[src/rtl/hll_pkg.sv]
`default_nettype none

package hll_pkg;

  // Longest token length that is counted; the count sticks at LEN_CAP.
  localparam int MAX_TOKEN_LENGTH = 4095;
  localparam int LEN_W = 12;
  localparam logic [LEN_W-1:0] LEN_CAP =
    LEN_W'((MAX_TOKEN_LENGTH < 4095) ? MAX_TOKEN_LENGTH : 4095);

  // Lexer modes
  localparam logic [2:0] MODE_IDLE  = 3'd0;
  localparam logic [2:0] MODE_NUM   = 3'd1;
  localparam logic [2:0] MODE_QUOTE = 3'd2;
  localparam logic [2:0] MODE_TICK1 = 3'd3;
  localparam logic [2:0] MODE_TICK2 = 3'd4;

  // Prefix classes
  localparam logic [1:0] PC_DIGITS = 2'd0;
  localparam logic [1:0] PC_QUAL   = 2'd1;
  localparam logic [1:0] PC_VALID  = 2'd2;
  localparam logic [1:0] PC_BAD    = 2'd3;

  // Status codes
  localparam logic [2:0] ST_PENDING = 3'd0;
  localparam logic [2:0] ST_DONE    = 3'd1;
  localparam logic [2:0] ST_NOLIT   = 3'd2;
  localparam logic [2:0] ST_UNTERM  = 3'd3;
  localparam logic [2:0] ST_IDLE    = 3'd4;

  // Token kinds
  localparam logic [2:0] KIND_NONE = 3'd0;
  localparam logic [2:0] KIND_NUM  = 3'd1;
  localparam logic [2:0] KIND_BITS = 3'd2;
  localparam logic [2:0] KIND_CHAR = 3'd3;
  localparam logic [2:0] KIND_TICK = 3'd4;

  // Characters
  localparam logic [7:0] CH_DQUOTE = 8'h22;
  localparam logic [7:0] CH_APOS   = 8'h27;
  localparam logic [7:0] CH_NL     = 8'h0A;
  localparam logic [7:0] CH_HASH   = 8'h23;
  localparam logic [7:0] CH_UNDER  = 8'h5F;
  localparam logic [7:0] CH_DOT    = 8'h2E;
  localparam logic [7:0] CH_PLUS   = 8'h2B;
  localparam logic [7:0] CH_MINUS  = 8'h2D;
  localparam logic [7:0] CH_LE     = 8'h65;
  localparam logic [7:0] CH_UE     = 8'h45;
  localparam logic [7:0] CH_U      = 8'h75;
  localparam logic [7:0] CH_S      = 8'h73;
  localparam logic [7:0] CH_B      = 8'h62;
  localparam logic [7:0] CH_O      = 8'h6F;
  localparam logic [7:0] CH_X      = 8'h78;
  localparam logic [7:0] CH_D      = 8'h64;

  typedef struct packed {
    logic [2:0]       mode;
    logic [1:0]       pclass;
    logic             prev_e;
    logic [LEN_W-1:0] count;
  } lex_state_t;

  typedef struct packed {
    logic [7:0]       out_char;
    logic [2:0]       status;
    logic [2:0]       token_kind;
    logic [LEN_W-1:0] token_length;
  } lex_result_t;

  typedef struct packed {
    logic [7:0] ch;
    logic       first;
    logic       end_of_source;
  } lex_item_t;

  localparam lex_state_t STATE_RESET = '{mode: MODE_IDLE, pclass: PC_DIGITS,
                                         prev_e: 1'b0, count: '0};

  function automatic logic is_digit(input logic [7:0] c);
    return (c >= 8'h30) && (c <= 8'h39);
  endfunction

  function automatic logic is_upper(input logic [7:0] c);
    return (c >= 8'h41) && (c <= 8'h5A);
  endfunction

  function automatic logic is_alnum(input logic [7:0] c);
    return is_digit(c) || is_upper(c) || ((c >= 8'h61) && (c <= 8'h7A));
  endfunction

  function automatic logic [7:0] to_lower(input logic [7:0] c);
    return is_upper(c) ? (c + 8'd32) : c;
  endfunction

  function automatic logic is_base(input logic [7:0] c);
    return (c == CH_B) || (c == CH_O) || (c == CH_X) || (c == CH_D);
  endfunction

endpackage

`default_nettype wire

[src/rtl/hll_step.sv]
`default_nettype none

// Per-character decision: next lexer state and the result word.
module hll_step import hll_pkg::*; (
  input  wire lex_state_t  cur,
  input  wire lex_item_t   item,
  output lex_state_t       nxt,
  output lex_result_t      res
);

  logic [7:0]       lc;
  logic             eos;
  logic             cont;
  logic [LEN_W-1:0] count_inc;
  logic [1:0]       pclass_next;

  assign eos = item.end_of_source;
  assign lc  = to_lower(item.ch);
  assign count_inc = (cur.count < LEN_CAP) ? (cur.count + LEN_W'(1)) : cur.count;
  assign cont = !eos && (is_alnum(item.ch) || (item.ch == CH_UNDER) ||
                (item.ch == CH_DOT) || (item.ch == CH_HASH) ||
                (((item.ch == CH_PLUS) || (item.ch == CH_MINUS)) && cur.prev_e));

  always_comb begin
    case (cur.pclass)
      PC_DIGITS: begin
        if (is_digit(lc)) pclass_next = PC_DIGITS;
        else if ((lc == CH_U) || (lc == CH_S)) pclass_next = PC_QUAL;
        else if (is_base(lc)) pclass_next = PC_VALID;
        else pclass_next = PC_BAD;
      end
      PC_QUAL: pclass_next = is_base(lc) ? PC_VALID : PC_BAD;
      default: pclass_next = PC_BAD;
    endcase
  end

  always_comb begin
    nxt = cur;
    res.out_char     = eos ? 8'h00 : item.ch;
    res.status       = ST_PENDING;
    res.token_kind   = KIND_NONE;
    res.token_length = '0;
    if (item.first) begin
      nxt = STATE_RESET;
      if (eos) begin
        res.status = ST_NOLIT;
      end else if (is_digit(item.ch)) begin
        nxt.mode  = MODE_NUM;
        nxt.count = LEN_W'(1);
      end else if (item.ch == CH_DQUOTE) begin
        nxt.mode  = MODE_QUOTE;
        nxt.count = LEN_W'(1);
      end else if (item.ch == CH_APOS) begin
        nxt.mode  = MODE_TICK1;
        nxt.count = LEN_W'(1);
      end else begin
        res.status = ST_NOLIT;
      end
    end else begin
      case (cur.mode)
        MODE_NUM: begin
          if (cont) begin
            nxt.count    = count_inc;
            nxt.pclass   = pclass_next;
            nxt.prev_e   = (item.ch == CH_LE) || (item.ch == CH_UE);
            res.out_char = lc;
          end else if (!eos && (item.ch == CH_DQUOTE) && (cur.pclass == PC_VALID)) begin
            nxt.count = count_inc;
            nxt.mode  = MODE_QUOTE;
          end else begin
            res.status       = ST_DONE;
            res.token_kind   = KIND_NUM;
            res.token_length = cur.count;
            nxt              = STATE_RESET;
          end
        end
        MODE_QUOTE: begin
          if (eos || (item.ch == CH_NL)) begin
            res.status       = ST_UNTERM;
            res.token_kind   = KIND_BITS;
            res.token_length = cur.count;
            nxt              = STATE_RESET;
          end else if (item.ch == CH_DQUOTE) begin
            res.status       = ST_DONE;
            res.token_kind   = KIND_BITS;
            res.token_length = count_inc;
            nxt              = STATE_RESET;
          end else begin
            nxt.count = count_inc;
          end
        end
        MODE_TICK1: begin
          if (eos) begin
            res.status       = ST_DONE;
            res.token_kind   = KIND_TICK;
            res.token_length = LEN_W'(1);
            nxt              = STATE_RESET;
          end else begin
            nxt.count = LEN_W'(2);
            nxt.mode  = MODE_TICK2;
          end
        end
        MODE_TICK2: begin
          res.status = ST_DONE;
          if (!eos && (item.ch == CH_APOS)) begin
            res.token_kind   = KIND_CHAR;
            res.token_length = LEN_W'(3);
          end else begin
            res.token_kind   = KIND_TICK;
            res.token_length = LEN_W'(1);
          end
          nxt = STATE_RESET;
        end
        default: begin
          // idle and unused mode codes
          res.status = ST_IDLE;
          nxt        = STATE_RESET;
        end
      endcase
    end
  end

endmodule

`default_nettype wire

[src/rtl/hdl_literal_lexer_core.sv]
`default_nettype none

// Channel   Handshake             Word
// input     in_valid / in_stall   ch, first, end_of_source
// output    out_valid / out_stall out_char, status, token_kind, token_length
//
// One character per cycle sustained while the output is not stalled; each word
// passes through the input register, then the result register.
// The lexer state moves on when a word passes from the input register to the
// result register, so the next character sees the updated state.
// Synchronous active-high rst empties both registers and returns the lexer
// to idle.
// A stalled output holds the result register; the input register still takes
// a word while the result register is busy and only stalls when both are full.
module hdl_literal_lexer_core import hll_pkg::*; (
  input  wire              clk,
  input  wire              rst,
  input  wire              in_valid,
  output logic             in_stall,
  input  wire [7:0]        ch,
  input  wire              first,
  input  wire              end_of_source,
  output logic             out_valid,
  input  wire              out_stall,
  output logic [7:0]       out_char,
  output logic [2:0]       status,
  output logic [2:0]       token_kind,
  output logic [LEN_W-1:0] token_length
);

  // input register
  logic        in_full;
  lex_item_t   in_word;
  // lexer state
  lex_state_t  lex_state;
  lex_state_t  lex_state_next;
  // result register
  lex_result_t res_word;
  lex_result_t res_next;

  logic        advance;
  logic        res_free;

  assign res_free = !out_valid || !out_stall;
  assign advance  = in_full && res_free;
  // Input register can load when it is empty or draining this cycle.
  assign in_stall = in_full && !res_free;

  hll_step u_step (
    .cur  (lex_state),
    .item (in_word),
    .nxt  (lex_state_next),
    .res  (res_next)
  );

  always_ff @(posedge clk) begin
    if (rst) begin
      in_full <= 1'b0;
    end else if (in_valid && !in_stall) begin
      in_full <= 1'b1;
    end else if (advance) begin
      in_full <= 1'b0;
    end
  end

  always_ff @(posedge clk) begin
    if (in_valid && !in_stall) begin
      in_word <= '{ch: ch, first: first, end_of_source: end_of_source};
    end
  end

  always_ff @(posedge clk) begin
    if (rst) begin
      lex_state <= STATE_RESET;
    end else if (advance) begin
      lex_state <= lex_state_next;
    end
  end

  always_ff @(posedge clk) begin
    if (rst) begin
      out_valid <= 1'b0;
    end else if (advance) begin
      out_valid <= 1'b1;
    end else if (!out_stall) begin
      out_valid <= 1'b0;
    end
  end

  always_ff @(posedge clk) begin
    if (advance) begin
      res_word <= res_next;
    end
  end

  assign out_char     = res_word.out_char;
  assign status       = res_word.status;
  assign token_kind   = res_word.token_kind;
  assign token_length = res_word.token_length;

  // Character literal always spans three characters.
  a_char_len: assert property (@(posedge clk) disable iff (rst)
    (out_valid && (status == ST_DONE) && (token_kind == KIND_CHAR))
      |-> (token_length == LEN_W'(3)))
    else $error("character literal length not three");

  // No kind and no length unless a token finished or ran off.
  a_no_token: assert property (@(posedge clk) disable iff (rst)
    (out_valid && ((status == ST_PENDING) || (status == ST_IDLE) ||
                   (status == ST_NOLIT)))
      |-> ((token_kind == KIND_NONE) && (token_length == '0)))
    else $error("kind or length set without a token");

  // Count never passes the cap.
  a_count_cap: assert property (@(posedge clk) disable iff (rst)
    lex_state.count <= LEN_CAP)
    else $error("character count above cap");

  // Idle lexer carries no count or prefix history.
  a_idle_clean: assert property (@(posedge clk) disable iff (rst)
    (lex_state.mode == MODE_IDLE)
      |-> ((lex_state.count == '0) && (lex_state.pclass == PC_DIGITS) &&
           !lex_state.prev_e))
    else $error("idle lexer holds stale state");

  // The input stalls only when the input register is full and the result word is stalled.
  a_stall_full: assert property (@(posedge clk) disable iff (rst)
    in_stall |-> (in_full && out_valid && out_stall))
    else $error("input stalled without a full pipeline");

endmodule

`default_nettype wire

[config.mk]
export PLATFORM = sky130hd
export DESIGN_NAME = hdl_literal_lexer_core
export DESIGN_NICKNAME = d
export VERILOG_FILES = /design/src/rtl/hll_pkg.sv /design/src/rtl/hll_step.sv /design/src/rtl/hdl_literal_lexer_core.sv
export SDC_FILE = /design/constraint.sdc
export NUM_CORES = 1
export LEC_CHECK = 0
export BUFFER_PORTS_ARGS = -buffer_cell sky130_fd_sc_hd__buf_2
export CELL_PAD_IN_SITES_DETAIL_PLACEMENT = 0
export CELL_PAD_IN_SITES_GLOBAL_PLACEMENT = 2
export CORE_MARGIN = 1
export CORE_UTILIZATION = 38
export CTS_BUF_LIST = sky130_fd_sc_hd__clkbuf_4 sky130_fd_sc_hd__clkbuf_8 sky130_fd_sc_hd__clkbuf_16
export DETAILED_ROUTE_END_ITERATION = 7
export GPL_TIMING_DRIVEN = 0
export PLACE_DENSITY_LB_ADDON = 0.15
export RECOVER_POWER = 50
export SYNTH_ARGS = -nofsm -noshare
export SYNTH_HDL_FRONTEND = slang
export SYNTH_SLANG_ARGS = --single-unit
[constraint.sdc]
create_clock -name clk -period 3.3 [get_ports clk]
set_clock_uncertainty 0.1 [all_clocks]
set_input_delay 0.33 -clock clk [delete_from_list [all_inputs] [get_ports clk]]
set_output_delay 0.33 -clock clk [all_outputs]
set_load 0.02 [all_outputs]
==> metrics <==
setup repair bufs after CTS=0; initial antenna violation count=0; mux cell area share after synthesis=approximately 1.6%; # DRC=0; share of cells above drive strength 1=10.5%; Hold Vio Cnt, Final=0; RSZ-0062 raised after global routing=false; DR iter-0 viols=about 180; Max Freq=approximately 0.38 GHz; Post-Layout Cell Count=approximately 500; PortBufs=41; Hold Startpoint=ch[2]; Adder-Cell Fraction of Synth Area=around 1.2%; pin count of the biggest net entering global routing=32; ANT nets after route=0; setup TNS=0 ns; Synth Area in Compound Gates=16.8%; CTS clock-pin slew for the worst setup and hold paths=about 0.1 ns; hold depth=1; number of enable flip-flop cells after synthesis=36; clk buf depth=2; Post-Synth XOR/XNOR Area=0.556%; WL/cell=around 15 um; mean post-synth cell area=roughly 9.2 um2; Worst Reg2Reg Path Length in Cells=9; Power per Cell Area=between 300 and 400 mW/mm2; Via Count=~2.7k; Primary FF master, synth=edfxtp_1; row cnt=32; worst hold path class=in2reg; Post-Syn Nets=approximately 360; Die X=between 90 and 100 um; Critical Path AT=2.71 ns; starting density of the core=~40%; Ys Warns=0; clock sinks=56; CP Max Fanout=8; type of origin of the critical path=flop; ranking of synthesized cells by area=edfxtp_1 (34%), dfxtp_1 (13%), a21oi_1 (5.4%), nor2_1 (4.9%), nand2_1 (3.5%); Die Ht=93.0 um; sequential fraction of the synthesis area=~47%; Max-Cap Viols=0; GRT Overall Usage=18.4%; WL final=between 7000 and 8000 um; Ant. Diodes=0; die area=between 0.008 and 0.009 mm2; CP required=around 3.4 ns; net count reported at finish=just over 400; drt first pass iters=4; # fillers=780; Placer Congestion=a little under 0.9; GRT overflow=0; Setup Viol. Count Final=0; clk_lat worst skew=roughly 0.31 ns; hold buffers post-CTS=0; synthesis-stage register bit count=56; WS Path Type=reg2reg; Slew Viols, Final=0; status=finished clean; Vias/cell=about 5.4; Crit. End Element=flop; Core Box Area=slightly below 0.008 mm2; leakage power=between 0.001 and 0.0015 uW; Netlist Area Pre-Place=0.00315 mm2; async set-reset flop share out of synthesis=0%; post-CTS resize count=0; Post-DP HPWL=about 5600 um; wire length of the first global-routing pass=12,300 um; Worst-Margin Slew=1.16 ns; period utilization=between 80% and 90%; worst r2r src=in_word[8]; post-synthesis simple-gate area fraction=~29%; top cell type by total area after synthesis=edfxtp_1; Distinct cells, synth=60; CTS tree=yes; Tmin final=between 2 and 3 ns; # IOs=42; CTS root buf=clkbuf_8; Yosys top cell area share=approximately 34%; Inst Count DP=484; Area growth syn-to-layout=13.0%; largest family of logic cells by synthesized area=simple AND/OR/NAND/NOR gates; number of global-route vias before repair=~2.5k; CP Launch Point=in_word[8]; Num CTS Buffers=5; htree depth=2; cells after synthesis=between 300 and 400; Slew Limit Headroom=22.3%; worst vdd ir=roughly 0.00027 V
[report_power, final]
part           switching (uW)  internal, uW  total (uW)
Sequential               12.2           770         782
Combinational            95.3          44.1         139
Clock                     220           234         454
[kinds of logic (layout without fill, tap and decap cells)]
logic type,count (synthesis),count (layout)
AOI/OAI and AO/OA,89,89
xor gates and xnor gates,2,2
adders and majority gates,3,3
buffers and inverters,22,71
DFF,56,56
muxes,5,5
and+or+nand+nor,164,164
[Yosys cell counts (all sizes together), types with 2 or more instances]
master   number
nor2b        12
a31oi        11
nor2         42
nor3         12
a22oi         2
o211ai        2
buf           7
a2bb2oi       2
and4          3
nand2        29
nand4         7
edfxtp       36
o21ai        25
and3          4
nand3        15
a211oi        2
a21oi        35
o31ai         2
or3           5
nand2b       14
clkbuf       10
and2          3
mux2i         5
dfxtp        20
nor3b         4
or4           6
ha            3
inv           5
[metrics by stage]
step	area [um2]	power, uW	utilization, %	worst slack [ns]	hold WS, ns
after global placement	3480	939	44.1	0.624	0.383
after floorplan	3150	895	-	1.07	0.329
final	3560	1380	45.1	0.639	0.0911
after global routing	3560	1430	45.1	0.401	0.0725
after CTS	3590	1390	45.6	0.654	0.0841
after detailed placement	3480	941	44.1	0.637	0.378
[sequential cells by signal, summed over array words and instances, names as in the netlist]
signal / flops
out_valid: 1
token_length: 12
lex_state: 18
in_word: 10
status: 3
token_kind: 3
in_full: 1
out_char: 8
[per-layer routing]
metal,vias up,wire (um),GRT usage (%)
met5,-,0,0
met1,1230,3910,27.7
li1,1361,-,-
met3,7,466,2.68
met2,82,3140,27.3
met4,0,78,5.13
[worst max-delay path, stage by stage (launching register included)]
cell and delay [ns]:
edfxtp_1 0.56, inv_1 0.10, ha_1 0.19, and3_1 0.14, o211ai_1 0.29, nand4b_1 0.19
nor2_2 0.30, a21o_1 0.29, o21ai_0 0.12, a31oi_1 0.21
[path summary, 6_finish.rpt]
path | slack [ns] | end
max reg2reg | 0.64 | token_length[1]
min reg2reg | 0.40 | out_valid
min | 0.09 | in_word[4]
max | 0.64 | token_length[1]
[final cells by class]
| type | count | area (um2) | area share [%] |
|---|---|---|---|
| inverters | 5 | 18.8 | 0.527 |
| flip-flops and latches | 56 | 1480 | 41.6 |
| clock buffers | 6 | 76.3 | 2.14 |
| clock inverters | 2 | 35.0 | 0.985 |
| repair buffers | 41 | 170 | 4.78 |
| multi-input cells | 263 | 1560 | 43.8 |
| well taps | 102 | 128 | 3.59 |
| plain buffers | 17 | 90.1 | 2.53 |
[cell usage in the layout (no fill, tap or decap), types with 2 or more instances in the layout]
cell type  synthesis  routed
nand2_1           29      29
mux2i_1            5       5
and3_1             3       3
a31oi_1           11      11
or4_1              6       6
dfxtp_1           20      20
buf_6              2       2
nor3b_1            3       3
ha_1               3       3
nand3_1           15      15
inv_1              5       5
buf_4              2       2
nor3_1            10      10
o21ai_1            6       6
a22oi_1            2       2
nor2b_1           10      10
clkbuf_8           0       5
nand2b_1          13      13
buf_2              3      16
clkbuf_1          10      38
o21ai_0           19      19
or3_1              5       5
and4_1             3       3
edfxtp_1          36      36
a211oi_1           2       2
nor2_1            41      41
o31ai_1            2       2
o211ai_1           2       2
a21oi_1           34      34
nand4_1            6       6
and2_1             3       3
(Power assumes the default switching activity.)
